===== src/hdl/frame_group_completion_tracker_macros.svh =====
// assertion helpers for the frame group completion tracker
// both forms sample on clk and are disabled while rst_n is low
`ifndef FRAME_GROUP_COMPLETION_TRACKER_MACROS_SVH
`define FRAME_GROUP_COMPLETION_TRACKER_MACROS_SVH
`ifndef NO_ASSERTIONS
`define FGCT_ASSERT_SAME(lbl, ante, cons, msg) \
  lbl: assert property (@(posedge clk) disable iff (!rst_n) (ante) |-> (cons)) \
    else $error(msg);
`define FGCT_ASSERT_NEXT(lbl, ante, cons, msg) \
  lbl: assert property (@(posedge clk) disable iff (!rst_n) (ante) |=> (cons)) \
    else $error(msg);
`else
`define FGCT_ASSERT_SAME(lbl, ante, cons, msg)
`define FGCT_ASSERT_NEXT(lbl, ante, cons, msg)
`endif
`endif


===== src/hdl/fgct_pkg.sv =====
package fgct_pkg;

  typedef enum logic [1:0] {
    REQ_INIT   = 2'd0,
    REQ_LOCATE = 2'd1,
    REQ_INSERT = 2'd2,
    REQ_CHECK  = 2'd3
  } req_t;

  typedef enum logic [2:0] {
    ST_CLEAR,
    ST_IDLE,
    ST_LOC,
    ST_LOOK,
    ST_UPD,
    ST_FIN
  } state_t;

  localparam logic [1:0] CHK_INCOMPLETE = 2'd0;
  localparam logic [1:0] CHK_COMPLETE   = 2'd1;
  localparam logic [1:0] CHK_INVALID    = 2'd2;

  localparam int OFF_W  = 3;
  localparam int GRP_W  = 2;
  localparam int SLOT_W = 7;
  localparam int TOT_W  = 3;
  localparam int STAT_W = 2;
  localparam int CNT_W  = 48;

  localparam logic [2:0] MAX_REPORT = 3'd4;
  localparam logic [7:0] FLAG_ONE   = 8'h01;
  localparam logic [OFF_W-1:0] OFF_BELOW = 3'b111;

endpackage


===== src/hdl/frame_group_completion_tracker.sv =====
// frame group completion tracker
// in_* carries one request per transfer: in_tuser is the request kind (init, locate,
// insert, check), in_tdata the group index, base, frame counter, channel, position,
// reference index and start offset. out_* returns the results; out_tlast marks the
// final result of a request. insert gives one result per group that took the packet
// (up to four), or one all-zero result when none did.
// one request is worked at a time. check and a bad-index init go straight from
// acceptance to the finish state and the result register; locate takes one group
// step per cycle; insert does a read then a write-back of the frame row of each
// visited group in the row memory; a good init clears the group's FRAMES rows, one
// row a cycle, before its result. after reset a clearing pass walks all
// GROUPS*FRAMES rows of the row memory, one row a cycle, and no request is taken
// until it ends. the result register frees in_tready for the next request while a
// result waits; when the receiver stalls and a group result must be handed on, the
// walk holds in place until the register drains.
`include "frame_group_completion_tracker_macros.svh"

module frame_group_completion_tracker
  import fgct_pkg::*;
#(
  parameter int GROUPS         = 4,
  parameter int FRAMES         = 8,
  parameter int PKTS_PER_FRAME = 16,
  parameter int CHANNELS       = 8
) (
  input  logic         clk,
  input  logic         rst_n,
  input  logic         in_tvalid,
  output logic         in_tready,
  // group_index, base_count, frame_counter, channel, position, ref_index, start_offset
  input  logic [111:0] in_tdata,
  // req_type
  input  logic [1:0]   in_tuser,
  output logic         out_tvalid,
  input  logic         out_tready,
  // found_offset, hit_group, packet_slot, insert_total, check_status
  output logic [23:0]  out_tdata,
  output logic         out_tlast
);

  localparam int GW    = (GROUPS > 1) ? $clog2(GROUPS) : 1;
  localparam int IW    = (GW + 1 > 3) ? GW + 1 : 3;
  localparam int FW    = $clog2(FRAMES);
  localparam int ROWS  = GROUPS * FRAMES;
  localparam int AW    = $clog2(ROWS);
  localparam int CW    = $clog2(PKTS_PER_FRAME + 1);
  localparam int GPKTS = FRAMES * PKTS_PER_FRAME;
  localparam int GCW   = $clog2(GPKTS + 1);
  localparam int RW    = CHANNELS * 8 + CW;
  localparam int HW    = $clog2(GROUPS * (FRAMES - 1) + 1);
  localparam int TW    = $clog2(GROUPS + 1);

  // input fields
  logic [2:0]       in_gi;
  logic [CNT_W-1:0] in_base;
  logic [CNT_W-1:0] in_fc;
  logic [2:0]       in_ch;
  logic [2:0]       in_pos;
  logic [1:0]       in_ref;
  logic [1:0]       in_start;

  assign in_gi    = in_tdata[2:0];
  assign in_base  = in_tdata[50:3];
  assign in_fc    = in_tdata[98:51];
  assign in_ch    = in_tdata[101:99];
  assign in_pos   = in_tdata[104:102];
  assign in_ref   = in_tdata[106:105];
  assign in_start = in_tdata[108:107];

  // state
  state_t state_r, state_nxt;

  logic [CNT_W-1:0] gbase_r [GROUPS];
  logic [GCW-1:0]   gcnt_r  [GROUPS];
  logic [RW-1:0]    mem     [ROWS];
  logic [RW-1:0]    rd_r;

  logic [CNT_W-1:0] fc_r, fc_nxt;
  logic [2:0]       ch_r, ch_nxt;
  logic [2:0]       pos_r, pos_nxt;
  logic [GW-1:0]    ref_r, ref_nxt;
  logic [GW-1:0]    i_r, i_nxt;
  logic [GW-1:0]    g_r, g_nxt;
  logic             hit_r, hit_nxt;
  logic [AW-1:0]    addr_r, addr_nxt;
  logic [GW-1:0]    n_r, n_nxt;
  logic [HW-1:0]    hi_r, hi_nxt;
  logic [AW-1:0]    clr_addr_r, clr_addr_nxt;
  logic [AW-1:0]    clr_end_r, clr_end_nxt;
  logic             init_pend_r, init_pend_nxt;
  logic             pend_v_r, pend_v_nxt;
  logic [GRP_W-1:0] pend_grp_r, pend_grp_nxt;
  logic [SLOT_W-1:0] pend_slot_r, pend_slot_nxt;
  logic [2:0]       rep_r, rep_nxt;
  logic [TW-1:0]    total_r, total_nxt;
  logic [OFF_W-1:0] res_off_r, res_off_nxt;
  logic [STAT_W-1:0] res_stat_r, res_stat_nxt;

  logic              out_valid_r, out_valid_nxt;
  logic [OFF_W-1:0]  out_off_r, out_off_nxt;
  logic [GRP_W-1:0]  out_grp_r, out_grp_nxt;
  logic [SLOT_W-1:0] out_slot_r, out_slot_nxt;
  logic [TOT_W-1:0]  out_tot_r, out_tot_nxt;
  logic [STAT_W-1:0] out_stat_r, out_stat_nxt;
  logic              out_last_r, out_last_nxt;
  logic              out_load;

  // handshake
  logic accept, out_free;
  assign in_tready = (state_r == ST_IDLE);
  assign accept    = in_tvalid && in_tready;
  assign out_free  = !out_valid_r || out_tready;

  // index arithmetic on small ring indexes
  logic [IW-1:0] ref_ext, ref_mod, gi_ext, st_ext, gsum, gmod;
  logic [GW-1:0] ref_m, gi_idx, g_cur;
  logic          gi_ok, st_ok, i_last, n_last;

  always_comb begin
    ref_ext = IW'(in_ref);
    ref_mod = (ref_ext >= IW'(GROUPS)) ? ref_ext - IW'(GROUPS) : ref_ext;
    ref_m   = ref_mod[GW-1:0];
    gi_ext  = IW'(in_gi);
    gi_ok   = gi_ext < IW'(GROUPS);
    gi_idx  = gi_ext[GW-1:0];
    st_ext  = IW'(in_start);
    st_ok   = st_ext < IW'(GROUPS);
    gsum    = IW'(i_r) + IW'(ref_r);
    gmod    = (gsum >= IW'(GROUPS)) ? gsum - IW'(GROUPS) : gsum;
    g_cur   = gmod[GW-1:0];
    i_last  = IW'(i_r) == IW'(GROUPS - 1);
    n_last  = IW'(n_r) == IW'(GROUPS - 1);
  end

  // shared range subtract: reference group while locating, walked group while inserting
  logic [GW-1:0]    sel_g;
  logic [CNT_W:0]   diff;
  logic             in_range, loc_in;
  logic [AW-1:0]    row_addr;

  always_comb begin
    sel_g    = (state_r == ST_LOC) ? ref_r : g_cur;
    diff     = {1'b0, fc_r} - {1'b0, gbase_r[sel_g]};
    in_range = !diff[CNT_W] && (diff[CNT_W-1:0] < CNT_W'(FRAMES));
    loc_in   = diff[CNT_W-1:0] <= CNT_W'(hi_r);
    row_addr = AW'(g_cur * FRAMES) + AW'(diff[FW-1:0]);
  end

  // read-modify-write of one frame row
  logic [CW-1:0]  rd_cnt;
  logic [GCW-1:0] gc;
  logic           take, need_push, stall;
  logic [RW-1:0]  wr_row;

  always_comb begin
    rd_cnt    = rd_r[CW-1:0];
    gc        = gcnt_r[g_r];
    take      = hit_r && (rd_cnt < CW'(PKTS_PER_FRAME)) && (gc < GCW'(GPKTS));
    need_push = take && pend_v_r && (rep_r < MAX_REPORT);
    stall     = need_push && !out_free;
    wr_row    = rd_r;
    wr_row[CW-1:0] = rd_cnt + 1'b1;
    for (int c = 0; c < CHANNELS; c++) begin
      if (int'(ch_r) == c) begin
        wr_row[CW + c * 8 +: 8] = rd_r[CW + c * 8 +: 8] | (FLAG_ONE << pos_r);
      end
    end
  end

  // next state
  always_comb begin
    state_nxt = state_r;
    case (state_r)
      ST_CLEAR: begin
        if (clr_addr_r == clr_end_r) state_nxt = init_pend_r ? ST_FIN : ST_IDLE;
      end
      ST_IDLE: begin
        if (accept) begin
          case (req_t'(in_tuser))
            REQ_INIT:   state_nxt = gi_ok ? ST_CLEAR : ST_FIN;
            REQ_LOCATE: state_nxt = ST_LOC;
            REQ_INSERT: state_nxt = st_ok ? ST_LOOK : ST_FIN;
            REQ_CHECK:  state_nxt = ST_FIN;
            default:    state_nxt = ST_FIN;
          endcase
        end
      end
      ST_LOC: begin
        if (diff[CNT_W] || loc_in || n_last) state_nxt = ST_FIN;
      end
      ST_LOOK: state_nxt = ST_UPD;
      ST_UPD: begin
        if (!stall) state_nxt = i_last ? ST_FIN : ST_LOOK;
      end
      ST_FIN: begin
        if (out_free) state_nxt = ST_IDLE;
      end
      default: state_nxt = ST_IDLE;
    endcase
  end

  // datapath control and next values
  logic           mem_we, mem_re;
  logic [AW-1:0]  mem_waddr;
  logic [RW-1:0]  mem_wdata;
  logic           gb_we, gc_we;
  logic [GW-1:0]  gc_idx;
  logic [GCW-1:0] gc_val;

  always_comb begin
    mem_we        = 1'b0;
    mem_re        = 1'b0;
    mem_waddr     = addr_r;
    mem_wdata     = wr_row;
    gb_we         = 1'b0;
    gc_we         = 1'b0;
    gc_idx        = g_r;
    gc_val        = gc + 1'b1;
    fc_nxt        = fc_r;
    ch_nxt        = ch_r;
    pos_nxt       = pos_r;
    ref_nxt       = ref_r;
    i_nxt         = i_r;
    g_nxt         = g_r;
    hit_nxt       = hit_r;
    addr_nxt      = addr_r;
    n_nxt         = n_r;
    hi_nxt        = hi_r;
    clr_addr_nxt  = clr_addr_r;
    clr_end_nxt   = clr_end_r;
    init_pend_nxt = init_pend_r;
    pend_v_nxt    = pend_v_r;
    pend_grp_nxt  = pend_grp_r;
    pend_slot_nxt = pend_slot_r;
    rep_nxt       = rep_r;
    total_nxt     = total_r;
    res_off_nxt   = res_off_r;
    res_stat_nxt  = res_stat_r;
    out_load      = 1'b0;
    out_off_nxt   = '0;
    out_grp_nxt   = pend_grp_r;
    out_slot_nxt  = pend_slot_r;
    out_tot_nxt   = '0;
    out_stat_nxt  = '0;
    out_last_nxt  = 1'b0;

    case (state_r)
      ST_CLEAR: begin
        mem_we       = 1'b1;
        mem_waddr    = clr_addr_r;
        mem_wdata    = '0;
        clr_addr_nxt = clr_addr_r + 1'b1;
      end
      ST_IDLE: begin
        if (accept) begin
          fc_nxt        = in_fc;
          ch_nxt        = in_ch;
          pos_nxt       = in_pos;
          ref_nxt       = ref_m;
          i_nxt         = st_ext[GW-1:0];
          n_nxt         = '0;
          hi_nxt        = HW'(FRAMES - 1);
          init_pend_nxt = 1'b0;
          pend_v_nxt    = 1'b0;
          pend_grp_nxt  = '0;
          pend_slot_nxt = '0;
          rep_nxt       = '0;
          total_nxt     = '0;
          res_off_nxt   = '0;
          res_stat_nxt  = CHK_INCOMPLETE;
          case (req_t'(in_tuser))
            REQ_INIT: begin
              if (gi_ok) begin
                gb_we         = 1'b1;
                gc_we         = 1'b1;
                gc_idx        = gi_idx;
                gc_val        = '0;
                init_pend_nxt = 1'b1;
                clr_addr_nxt  = AW'(gi_idx * FRAMES);
                clr_end_nxt   = AW'(gi_idx * FRAMES) + AW'(FRAMES - 1);
              end else begin
                res_stat_nxt = CHK_INVALID;
              end
            end
            REQ_CHECK: begin
              if (!gi_ok) res_stat_nxt = CHK_INVALID;
              else if (gcnt_r[gi_idx] == GCW'(GPKTS)) res_stat_nxt = CHK_COMPLETE;
              else res_stat_nxt = CHK_INCOMPLETE;
            end
            default: ;
          endcase
        end
      end
      ST_LOC: begin
        if (diff[CNT_W]) begin
          res_off_nxt = OFF_BELOW;
        end else if (loc_in || n_last) begin
          res_off_nxt = OFF_W'(n_r);
        end else begin
          n_nxt  = n_r + 1'b1;
          hi_nxt = hi_r + HW'(FRAMES - 1);
        end
      end
      ST_LOOK: begin
        mem_re   = 1'b1;
        hit_nxt  = in_range;
        addr_nxt = row_addr;
        g_nxt    = g_cur;
      end
      ST_UPD: begin
        if (!stall) begin
          i_nxt = i_r + 1'b1;
          if (take) begin
            mem_we    = 1'b1;
            gc_we     = 1'b1;
            total_nxt = total_r + 1'b1;
            // only the first four takers are reported, the fourth waits for last
            if (rep_r < MAX_REPORT) begin
              pend_v_nxt    = 1'b1;
              pend_grp_nxt  = GRP_W'(g_r);
              pend_slot_nxt = SLOT_W'(gc);
              rep_nxt       = rep_r + 1'b1;
              out_load      = pend_v_r;
            end
          end
        end
      end
      ST_FIN: begin
        if (out_free) begin
          out_load     = 1'b1;
          out_off_nxt  = res_off_r;
          out_tot_nxt  = TOT_W'(total_r);
          out_stat_nxt = res_stat_r;
          out_last_nxt = 1'b1;
        end
      end
      default: ;
    endcase

    if (out_load) out_valid_nxt = 1'b1;
    else if (out_tready) out_valid_nxt = 1'b0;
    else out_valid_nxt = out_valid_r;
  end

  // control registers
  always_ff @(posedge clk) begin
    if (!rst_n) begin
      state_r     <= ST_CLEAR;
      clr_addr_r  <= '0;
      clr_end_r   <= AW'(ROWS - 1);
      init_pend_r <= 1'b0;
      pend_v_r    <= 1'b0;
      rep_r       <= '0;
      total_r     <= '0;
      out_valid_r <= 1'b0;
      for (int g = 0; g < GROUPS; g++) begin
        gbase_r[g] <= '0;
        gcnt_r[g]  <= '0;
      end
    end else begin
      state_r     <= state_nxt;
      clr_addr_r  <= clr_addr_nxt;
      clr_end_r   <= clr_end_nxt;
      init_pend_r <= init_pend_nxt;
      pend_v_r    <= pend_v_nxt;
      rep_r       <= rep_nxt;
      total_r     <= total_nxt;
      out_valid_r <= out_valid_nxt;
      if (gb_we) gbase_r[gi_idx] <= in_base;
      if (gc_we) gcnt_r[gc_idx] <= gc_val;
    end
  end

  // payload registers
  always_ff @(posedge clk) begin
    fc_r        <= fc_nxt;
    ch_r        <= ch_nxt;
    pos_r       <= pos_nxt;
    ref_r       <= ref_nxt;
    i_r         <= i_nxt;
    g_r         <= g_nxt;
    hit_r       <= hit_nxt;
    addr_r      <= addr_nxt;
    n_r         <= n_nxt;
    hi_r        <= hi_nxt;
    pend_grp_r  <= pend_grp_nxt;
    pend_slot_r <= pend_slot_nxt;
    res_off_r   <= res_off_nxt;
    res_stat_r  <= res_stat_nxt;
    if (out_load) begin
      out_off_r  <= out_off_nxt;
      out_grp_r  <= out_grp_nxt;
      out_slot_r <= out_slot_nxt;
      out_tot_r  <= out_tot_nxt;
      out_stat_r <= out_stat_nxt;
      out_last_r <= out_last_nxt;
    end
  end

  // frame row memory: packet count in the low bits, one flag byte per channel above
  always_ff @(posedge clk) begin
    if (mem_we) mem[mem_waddr] <= mem_wdata;
  end

  always_ff @(posedge clk) begin
    if (mem_re) rd_r <= mem[row_addr];
  end

  assign out_tvalid = out_valid_r;
  assign out_tlast  = out_last_r;
  assign out_tdata  = {7'b0, out_stat_r, out_tot_r, out_slot_r, out_grp_r, out_off_r};

  `FGCT_ASSERT_SAME(a_mem_we_state, mem_we, state_r == ST_UPD || state_r == ST_CLEAR, "row write outside update or clear")
  `FGCT_ASSERT_NEXT(a_accept_busy, in_tvalid && in_tready, state_r != ST_IDLE, "request accepted but block stayed idle")
  `FGCT_ASSERT_SAME(a_rep_pend, rep_r != 3'd0, pend_v_r, "reported count without pending result")
  `FGCT_ASSERT_SAME(a_rep_total, pend_v_r, rep_r != 3'd0 && rep_r <= total_r, "report count exceeds taker count")
  `FGCT_ASSERT_SAME(a_last_fin, out_load && out_last_nxt, state_r == ST_FIN, "final result loaded outside finish")

endmodule


===== config.mk =====
export PLATFORM = sky130hd
export DESIGN_NAME = frame_group_completion_tracker
export DESIGN_NICKNAME = d
export VERILOG_FILES = /design/src/hdl/fgct_pkg.sv /design/src/hdl/frame_group_completion_tracker.sv
export VERILOG_INCLUDE_DIRS = /design/src /design/src/hdl
export SDC_FILE = /design/constraint.sdc
export NUM_CORES = 1
export LEC_CHECK = 0
export BUFFER_PORTS_ARGS = -buffer_cell sky130_fd_sc_hd__buf_4
export CAP_MARGIN = 15
export CORE_MARGIN = 2
export CORE_UTILIZATION = 50
export CTS_CLUSTER_SIZE = 28
export DETAILED_ROUTE_END_ITERATION = 8
export MAX_ROUTING_LAYER = met4
export PLACE_DENSITY = 0.68
export SYNTH_ARGS = -nofsm -noshare
export SYNTH_HDL_FRONTEND = slang
export SYNTH_SLANG_ARGS = --single-unit
export TNS_END_PERCENT = 100

===== constraint.sdc =====
create_clock -name clk -period 8.3 [get_ports clk]
set_input_delay 0.83 -clock clk [delete_from_list [all_inputs] [get_ports clk]]
set_output_delay 0.83 -clock clk [all_outputs]
set_load 0.02 [all_outputs]

==> flow_summary.json, run 1 <==
{
  "post-route-period-util_pct": 81.8,
  "relSlewSlack_pct": 23.2,
  "yosys-top-cells-count": "edfxtp_1, and2_1, nor2_1",
  "cpMaxStageDelayCell": "ha_1",
  "cts_tree": "done",
  "synth_enable_flop_cells": 486,
  "row_count": 81,
  "grt_pass1_vias": 15800,
  "die_h_um": 226,
  "crit_top_cell": "ha_1",
  "cp.arrival_ns": 7.11,
  "ys_seq_elements": 507,
  "final_util_pct": 57.3,
  "max_clock_freq_mhz": 147,
  "status": "finished clean",
  "wl_per_cell_um": 22.5,
  "cts_setup_buffers": 0,
  "slew_viol_final": 0,
  "r2r_cells": 17,
  "avgViaCountPerCell": 5.88,
  "final_cell_count_no_fill": 2680,
  "async_reset_ff_share_pct": 0,
  "drive_gt1_share_pct": 18.5,
  "fp.dieArea_um2": 51200,
  "ios": 145,
  "drtAntennaViolNets": 0,
  "hp-class": "input pin to flip-flop",
  "synth_top_area_share_pct": 59.1,
  "num_vias": 15700,
  "cts_resized": 0,
  "rrSetupSlack_ns": 1.51,
  "grtUsageTotal_pct": 24.6,
  "hold_viol_final": 0,
  "slowest_delay_ns": 0.63,
  "cts_buffer_depth": 3,
  "grt_pass1_wl_mm": 92.5,
  "hpwl_mm": 40.6,
  "p_total_mw": 10.6,
  "crit_cells": 17,
  "avgSynthCellArea_um2": 13.3,
  "area_growth_pct": 13.3,
  "setup_tns_ns": 0,
  "finalWeightedCongestion": 0.939,
  "startpoint": "ref_r[0]",
  "cp.required_ns": 8.62,
  "drt_wl_total_mm": 60.3,
  "power.leakage_nw": 10.2,
  "yosysWarningCount": 0,
  "drt_first_pass_iters": 5,
  "crit_path_cell_trace": "ha_1 -> mux2i_4 -> buf_4 -> mux4_2 -> inv_1 -> ha_1 -> nand2_1 -> a21oi_1 -> nor2_1 -> nor3_1 -> a21boi_0 -> o41ai_1 -> nor4b_1 -> a2111o_1 -> nor4_2 -> a31o_2 -> a21boi_2",
  "yosysTopAreaCell": "edfxtp_1",
  "core_um2": 48800,
  "io_buffer_count": 128,
  "synthDistinctLibCells": 76,
  "r2r-start": "ref_r[0]",
  "start_util_pct": 50.6,
  "hold_buffers": 0,
  "fin_skew_ns": 0.0480,
  "crit_type": "flip-flop to flip-flop",
  "seq_area_frac_synth_pct": 60.8,
  "finalWorstSetupSlack_ns": 1.51,
  "min_period_ns": 6.79,
  "synth_most_common_cell": "edfxtp_1",
  "end_kind": "flip-flop",
  "vdd_drop_max_mv": 0.260,
  "setup_violations": 0,
  "insertion_delay_ns": 0.63,
  "r2r-end": "res_off_r[1]",
  "tightest_slew_ns": 1.15,
  "path_clk_slew_ns": 0.06,
  "crit_fanout": 14,
  "root_buffer": "clkbuf_16",
  "place_ws_ns": 1.49,
  "antenna_found_initial": 5,
  "crit_end": "res_off_r[1]",
  "critPathLaunchType": "flip-flop",
  "power_density_nw_per_um2": 379,
  "nets": 2153,
  "synthTopCellsByArea": "edfxtp_1, mux4_2, and2_1, ha_1, nor2_1",
  "grt_max_degree": 67,
  "fp.dieW_um": 226,
  "max_cap_violations": 0,
  "cp_num_buf_inv": 2,
  "dp_cells": 2575,
  "drt_iter0_drc": 1437,
  "critical-path-top-delay-family": "compound AO/OA/AOI/OAI gates",
  "syn_inst": 1856,
  "overflow": 0,
  "drc": 0,
  "syn_area_um2": 24700,
  "rsz0062_at_grt": "no",
  "cts_sinks": 507,
  "synthFlopType": "edfxtp_1",
  "cts_inserted_buffers": 53,
  "h-tree-depth": 2
}
[stage by stage]
step           cell area (µm²)  hold slack [ns]
2_1_floorplan            24700            0.400
3_3_place_gp             26300            0.408
3_5_place_dp             26300            0.405
4_1_cts                  28000            0.339
5_1_grt                  28000            0.355
6_report                 28000            0.374
[sequential cells by signal, summed over array words and instances (netlist names), 5 cells and up, named ones only]
register / count
out_slot_r: 7
gcnt_r: 32
gbase_r: 192
fc_r: 48
mem: 160
rd_r: 5
out_slot_nxt: 7
hi_r: 5
clr_addr_r: 5
[metal layers]
layer  part of all wire [%]  global-route usage [%]  vias up  routed length (µm)
met5                      0                       -        -                   0
met2                     48                    39.3      562               29100
li1                       -                       -     7234                   -
met3                    6.7                    3.65       74                4050
met1                     43                    33.3     7878               26000
met4                    1.9                    6.43        0                1170
[power breakdown]
group          internal [mW]  total [mW]  switching (mW)
combinational           2.03        5.11            3.08
sequential              3.20        3.29          0.0938
clock                   1.23        2.22           0.983
total                   6.47        10.6            4.15
[cell families (layout without fill, tap and decap cells)]
family | after synthesis | in the layout | share of synthesized area (%)
AOI/OAI and AO/OA | 284 | 284 | 7.24
xor gates and xnor gates | 39 | 39 | 1.38
adders and majority gates | 66 | 66 | 3.37
buffers and inverters | 189 | 337 | 3.14
DFF | 507 | 507 | 60.8
muxes | 122 | 122 | 10.3
other | 1 | 13 | 0.0152
and+or+nand+nor | 648 | 648 | 13.7
[layout make-up]
cell class / instances / area (µm²)
clock inverters: 26 / 206
inverters: 85 / 319
clock buffers: 70 / 1410
flip-flops and latches: 507 / 15000
multi-input cells: 1166 / 9020
diodes: 6 / 15.0
repair buffers: 156 / 1180
fillers: 3904 / 20800
well taps: 664 / 831
[worst register-to-register path: cells and delay by family (launching register included)]
kind	cells	cell delay [ns]
AO/OA/AOI/OAI	6	1.99
adder cells (fa/ha/maj)	2	0.99
buffers and inverters	2	0.48
flip-flops	1	0.47
multiplexers	2	1.13
AND/OR/NAND/NOR	5	1.40
[cells in the final DEF (no fill, tap or decap), drive strengths merged, types with 26 or more instances in the layout]
| master | n |
|---|---|
| o21ai | 73 |
| ha | 65 |
| and3 | 55 |
| clkbuf | 70 |
| nand3 | 28 |
| a21oi | 86 |
| and2 | 166 |
| buf | 156 |
| nor3 | 26 |
| mux4 | 106 |
| edfxtp | 486 |
| nor2 | 155 |
| nand4 | 37 |
| nand2 | 106 |
| inv | 86 |
[how the worst min path moves through the flow]
| stage | start | end | cells past startpoint |
|---|---|---|---|
| 2_1_floorplan | out_grp_nxt[0] | out_grp_r[0] | 0 |
| 3_3_place_gp | out_slot_nxt[6] | out_slot_r[6] | 0 |
| 3_5_place_dp | out_slot_nxt[6] | out_slot_r[6] | 0 |
| 4_1_cts | in_tdata[105] | ref_r[0] | 1 |
| 5_1_grt | in_tdata[105] | ref_r[0] | 1 |
| 6_report | in_tdata[105] | ref_r[0] | 1 |
Note: power is estimated with default switching activity, not from simulation.
==> run 2: changes to the inputs <==
--- a/config.mk
+++ b/config.mk
@@ -6,6 +6,7 @@
 export SDC_FILE = /design/constraint.sdc
 export NUM_CORES = 1
 export LEC_CHECK = 0
+export ABC_AREA = 1
 export BUFFER_PORTS_ARGS = -buffer_cell sky130_fd_sc_hd__buf_4
 export CAP_MARGIN = 15
 export CORE_MARGIN = 2
@@ -13,7 +14,7 @@
 export CTS_CLUSTER_SIZE = 28
 export DETAILED_ROUTE_END_ITERATION = 8
 export MAX_ROUTING_LAYER = met4
-export PLACE_DENSITY = 0.68
+export PLACE_DENSITY = 0.7
 export SYNTH_ARGS = -nofsm -noshare
 export SYNTH_HDL_FRONTEND = slang
 export SYNTH_SLANG_ARGS = --single-unit
==> constraint.sdc (replaced) <==
create_clock -name clk -period 5.5 [get_ports clk]
set_input_delay 0.55 -clock clk [delete_from_list [all_inputs] [get_ports clk]]
set_output_delay 0.55 -clock clk [all_outputs]
set_load 0.02 [all_outputs]
==> flow_summary.json, run 2 <==
{
  "crit_type": "flip-flop to flip-flop",
  "drive_gt1_share_pct": 10.9,
  "end_kind": "flip-flop",
  "synth_top_area_share_pct": 56.8,
  "num_vias": 19500,
  "syn_area_um2": 25700,
  "power.leakage_nw": 12.3,
  "whs_path_depth": 1,
  "cp.required_ns": 5.82,
  "min_period_ns": 5.07,
  "rrSetupSlack_ns": 0.43,
  "antenna_found_initial": 0,
  "hp-class": "input pin to flip-flop",
  "rsz0062_at_grt": "no",
  "fp.dieArea_um2": 53300,
  "tightest_slew_ns": 1.01,
  "syn_inst": 2828,
  "path_clk_slew_ns": 0.07,
  "vdd_drop_max_mv": 0.506,
  "r2r_cells": 25,
  "slew_viol_final": 0,
  "grt_pass1_vias": 19100,
  "yosysWarningCount": 0,
  "drt_first_pass_iters": 7,
  "antenna_cells": 0,
  "nets": 3127,
  "setup_tns_ns": 0,
  "yosysTopAreaCell": "edfxtp_1",
  "seq_area_frac_synth_pct": 58.4,
  "hold_viol_final": 0,
  "drc": 0,
  "seq_area_um2": 15000,
  "holdCritStartpoint": "in_tdata[105]",
  "fin_skew_ns": 0.0330,
  "cts_buffer_depth": 3,
  "hpwl_mm": 45.0,
  "synthTopCellsByArea": "edfxtp_1, nor2_1, nand2_1, inv_1, o21ai_0",
  "final_common_cell": "nor2_1",
  "cp_num_buf_inv": 4,
  "crit_top_cell": "nand2_1",
  "row_count": 83,
  "root_buffer": "clkbuf_16",
  "largest_reg_flops": 192,
  "grt_max_degree": 81,
  "wl_per_cell_um": 17.9,
  "h-tree-depth": 2,
  "hold_buffers": 0,
  "regMostFlops": "gbase_r",
  "power_density_nw_per_um2": 645,
  "synthFlopType": "edfxtp_1",
  "cts_tree": "done",
  "synth_most_common_cell": "nor2_1",
  "synthDistinctLibCells": 58,
  "setup_violations": 0,
  "ys_seq_elements": 507,
  "avgViaCountPerCell": 5.33,
  "synth_enable_flop_cells": 486,
  "hold-path-endpoint": "ref_r[0]",
  "core_um2": 51100,
  "relSlewSlack_pct": 32.1,
  "top_regs": "gbase_r (192), mem (160), fc_r (48)",
  "insertion_delay_ns": 0.64,
  "r2r-start": "ref_r[0]",
  "max_cap_violations": 0,
  "place_ws_ns": 0.384,
  "cp.arrival_ns": 5.39,
  "slowest_delay_ns": 0.44,
  "multi_input_area_um2": 9050,
  "status": "finished clean",
  "cts_sinks": 507,
  "die_h_um": 231,
  "yosys-top-cells-count": "nor2_1, nand2_1, edfxtp_1",
  "max_clock_freq_mhz": 197,
  "start_util_pct": 50.3,
  "drt_wl_total_mm": 65.7,
  "fill_cells": 4492,
  "post-route-period-util_pct": 92.2,
  "overflow": 0,
  "finalWeightedCongestion": 0.969,
  "critPathLaunchType": "flip-flop",
  "critical-path-top-delay-family": "simple AND/OR/NAND/NOR gates",
  "io_buffer_count": 128,
  "cts_inserted_buffers": 51,
  "cpMaxStageDelayCell": "edfxtp_1",
  "area_growth_pct": 13.5,
  "ios": 145,
  "async_reset_ff_share_pct": 0,
  "drt_iter0_drc": 1649,
  "layout_common_cells": "nor2_1, nand2_1, edfxtp_1",
  "grtUsageTotal_pct": 25.7,
  "finalWorstSetupSlack_ns": 0.427,
  "r2r-end": "hi_r[3]",
  "fp.dieW_um": 231,
  "avgSynthCellArea_um2": 9.09,
  "grt_pass1_wl_mm": 103,
  "drtAntennaViolNets": 0,
  "crit_fanout": 46
}
run 2: cell count changes after synthesis, sizes merged, moves of 16 or more:
cell	delta
nand2b	-16
nand3	+48
o21ai	+142
mux4	-106
and2	-163
and3	-54
buf	-18
a21oi	-28
inv	+265
nor2	+569
nand2	+458
o221ai	+22
run 2: worst max-delay path by stage:
stage / startpoint / endpoint / slack [ns] / depth (start not counted)
after global placement: state_r[2] / hi_r[0] / 0.48 / 28
after CTS: state_r[2] / hi_r[3] / 0.38 / 23
after global routing: ref_r[0] / hi_r[0] / 0.06 / 25
after detailed placement: state_r[2] / hi_r[2] / 0.38 / 23
after floorplan: state_r[0] / gbase_r[3][0] / 0.51 / 8
final: ref_r[0] / hi_r[3] / 0.43 / 25
run 2: layout make-up:
class	count	share of cell area, %
tap	680	2.92
multi-input combinational	1880	31.0
clock inverter	31	1.40
sequential	507	51.4
clock buffer	64	4.54
timing repair buffer	153	4.16
inverter	350	4.52
run 2: power breakdown:
group	total (mW)	internal [mW]	switching [mW]	leakage [nW]
registers	5.01	4.87	0.145	4.88
clock network	3.60	2.10	1.51	0.835
logic	10.2	3.19	7.01	6.61
run 2: stage by stage:
stage / hold slack (ns) / cell area [µm²] / utilization [%] / instances / power [mW]
after floorplan: 0.400 / 25700 / - / 2834 / 12.3
after global placement: 0.410 / 27400 / 53.7 / 3570 / 15.1
after detailed placement: 0.406 / 27400 / 53.7 / 3570 / 15.2
after CTS: 0.0576 / 29200 / 57.1 / 3665 / 18.9
after global routing: 0.0709 / 29200 / 57.1 / 3665 / 20.4
final: 0.0812 / 29200 / 57.1 / 3665 / 18.8
run 2: cells by family after synthesis:
group	Yosys count	share of synthesized area [%]
simple gates	1424	22.7
flops	507	58.4
buf+inv	447	6.87
compound gates	353	7.78
fa+ha+maj	66	3.24
xor+xnor	30	1.02
other cells	1	0.0146
run 2: routing by layer:
metal  GRT usage [%]  up-vias  wire (µm)
li1                -     9528          -
met1            32.6     9237      27800
met2            43.6      641      32700
met3            3.22      118       3650
met4            7.10        0       1600
met5               -        -          0
run 2: what timing repair did:
| item | in CTS | in global routing |
|---|---|---|
| endpoints found under the setup margin | 0 | 14 |
| gates resized for setup | 0 | 3 |
| endpoints found under the hold margin | 0 | 0 |
| buffers inserted | 0 | 0 |
==> run 3: changes to the inputs <==
--- a/config.mk
+++ b/config.mk
@@ -10,12 +10,11 @@
 export BUFFER_PORTS_ARGS = -buffer_cell sky130_fd_sc_hd__buf_4
 export CAP_MARGIN = 15
 export CORE_MARGIN = 2
-export CORE_UTILIZATION = 50
+export CORE_UTILIZATION = 55
 export CTS_CLUSTER_SIZE = 28
 export DETAILED_ROUTE_END_ITERATION = 8
 export MAX_ROUTING_LAYER = met4
-export PLACE_DENSITY = 0.7
+export PLACE_DENSITY = 0.76
 export SYNTH_ARGS = -nofsm -noshare
 export SYNTH_HDL_FRONTEND = slang
 export SYNTH_SLANG_ARGS = --single-unit
-export TNS_END_PERCENT = 100
==> flow_summary.json, run 3 (synthesized netlist as in run 2, its figures left out) <==
{
  "status": "finished clean",
  "fill_cells": 3828,
  "row_count": 79,
  "grtUsageTotal_pct": 28.1,
  "antenna_cells": 0,
  "relSlewSlack_pct": 35.6,
  "max_clock_freq_mhz": 199,
  "finalWeightedCongestion": 0.961,
  "crit_fanout": 44,
  "drive_gt1_share_pct": 11.2,
  "drt_iter0_drc": 1969,
  "grt_pass1_wl_mm": 102,
  "critPathLaunchType": "flip-flop",
  "regMostFlops": "gbase_r",
  "rrSetupSlack_ns": 0.46,
  "ios": 145,
  "die_h_um": 220,
  "setup_tns_ns": 0,
  "p_total_mw": 18.7,
  "hold_buffers": 0,
  "seqPwrFrac_pct": 26.8,
  "netSwitchingPower_mw": 8.65,
  "slew_viol_final": 0,
  "crit_type": "flip-flop to flip-flop",
  "cp.arrival_ns": 5.38,
  "fp.dieArea_um2": 48500,
  "post-route-period-util_pct": 91.6,
  "grt_pass1_vias": 19400,
  "wl_per_cell_um": 18.1,
  "r2r-start": "ref_r[0]",
  "drtAntennaViolNets": 0,
  "antenna_found_initial": 0,
  "seq_area_um2": 15000,
  "dp_cells": 3497,
  "h-tree-depth": 2,
  "p_comb_share_pct": 54.1,
  "path_clk_slew_ns": 0.06,
  "clkPwrFrac_pct": 19.1,
  "num_vias": 19600,
  "r2r-end": "hi_r[0]",
  "nets": 3131,
  "tightest_slew_ns": 0.966,
  "drt_wl_total_mm": 65.3,
  "core_um2": 46400,
  "multi_input_area_um2": 9050,
  "root_buffer": "clkbuf_16",
  "end_kind": "flip-flop",
  "whs_path_depth": 1,
  "cts_tree": "done",
  "r2r_cells": 22,
  "vdd_drop_max_mv": 0.745,
  "setup_violations": 0,
  "hold-path-endpoint": "fc_r[0]",
  "drc": 0,
  "overflow": 0,
  "cts_inserted_buffers": 52,
  "max_cap_violations": 0,
  "min_period_ns": 5.04,
  "hpwl_mm": 44.6,
  "insertion_delay_ns": 0.65,
  "cts_buffer_depth": 3,
  "io_buffer_count": 128,
  "final_common_cell": "nor2_1",
  "cp.required_ns": 5.84,
  "layout_common_cells": "nor2_1, nand2_1, edfxtp_1",
  "internal_power_mw": 10.1,
  "top_regs": "gbase_r (192), mem (160), fc_r (48)",
  "power_density_nw_per_um2": 643,
  "drt_first_pass_iters": 5,
  "area_growth_pct": 13.4,
  "hold_viol_final": 0,
  "avgViaCountPerCell": 5.45,
  "start_util_pct": 55.5,
  "rsz0062_at_grt": "no",
  "final_cell_count_no_fill": 3598,
  "p_sw_share_pct": 46.2,
  "hp-class": "input pin to flip-flop",
  "holdCritStartpoint": "in_tdata[51]",
  "cts_sinks": 507,
  "grt_max_degree": 97,
  "fin_skew_ns": 0.0725,
  "fp.dieW_um": 220,
  "largest_reg_flops": 192,
  "power.leakage_nw": 12.4
}
[run 3: cell type report]
type / instances / area share (%)
Clock buffer: 71 / 4.91
Clock inverter: 27 / 1.16
Timing Repair Buffer: 156 / 4.24
Sequential cell: 507 / 51.5
Inverter: 350 / 4.52
Tap cell: 607 / 2.60
Multi-Input combinational cell: 1880 / 31.1
[run 3: metrics by stage]
step / hold WS, ns / worst slack, ns / util, % / instance area, µm²
2_1_floorplan: 0.400 / 0.506 / - / 25700
3_3_place_gp: 0.412 / 0.563 / 59.0 / 27400
3_5_place_dp: 0.405 / 0.499 / 59.0 / 27400
4_1_cts: 0.0465 / 0.492 / 62.8 / 29100
5_1_grt: 0.0617 / 0.0377 / 62.9 / 29200
6_report: 0.0747 / 0.463 / 62.9 / 29200
[run 3: per-layer routing]
metal | track usage [%] | vias to the layer above | routed length (µm)
li1 | - | 9527 | -
met3 | 3.11 | 97 | 3980
met4 | 7.74 | 0 | 1390
met2 | 47.2 | 705 | 32300
met1 | 36.4 | 9265 | 27600
met5 | - | - | 0
[run 3: worst max-delay path by stage]
stage                           from             to  slack [ns]
final                       ref_r[0]        hi_r[0]        0.46
after global routing        ref_r[0]   res_off_r[0]        0.04
after CTS                 state_r[2]   res_off_r[1]        0.49
after detailed placement  state_r[2]        hi_r[3]        0.50
after global placement    state_r[2]        hi_r[4]        0.56
after floorplan           state_r[0]  gbase_r[3][0]        0.51
[run 3: worst max-delay path, stage by stage, from the launching register on]
cell	delay, ns
edfxtp_1	0.45
ha_1	0.24
xor2_1	0.17
inv_1	0.30
nand2_1	0.16
o21ai_4	0.12
buf_4	0.40
o21ai_0	0.25
ha_1	0.44
nand2_1	0.14
inv_1	0.10
nand2_1	0.07
nor2_2	0.23
nand4_1	0.15
nand3_1	0.23
xnor2_1	0.15
nand2_1	0.07
nor2_1	0.09
nand2_1	0.07
nor2_1	0.31
nand3_2	0.16
nand2_2	0.16
nand2_1	0.23
[run 3: what timing repair did]
action	4_1_cts	5_1_grt
setup endpoints to repair	0	10
resized for setup	0	1
buffers inserted	0	0
endpoints found under the hold margin	0	0
[run 3: power by group through the flow]
| stage | Clock (mW) | Combinational, mW | Sequential [mW] |
|---|---|---|---|
| 2_1_floorplan | 0 | 7.21 | 5.05 |
| 3_3_place_gp | 0 | 9.81 | 5.08 |
| 4_1_cts | 3.62 | 10.1 | 5.02 |
| 5_1_grt | 3.78 | 11.4 | 5.05 |
| 6_report | 3.58 | 10.1 | 5.02 |
| 3_5_place_dp | 0 | 10.0 | 5.09 |
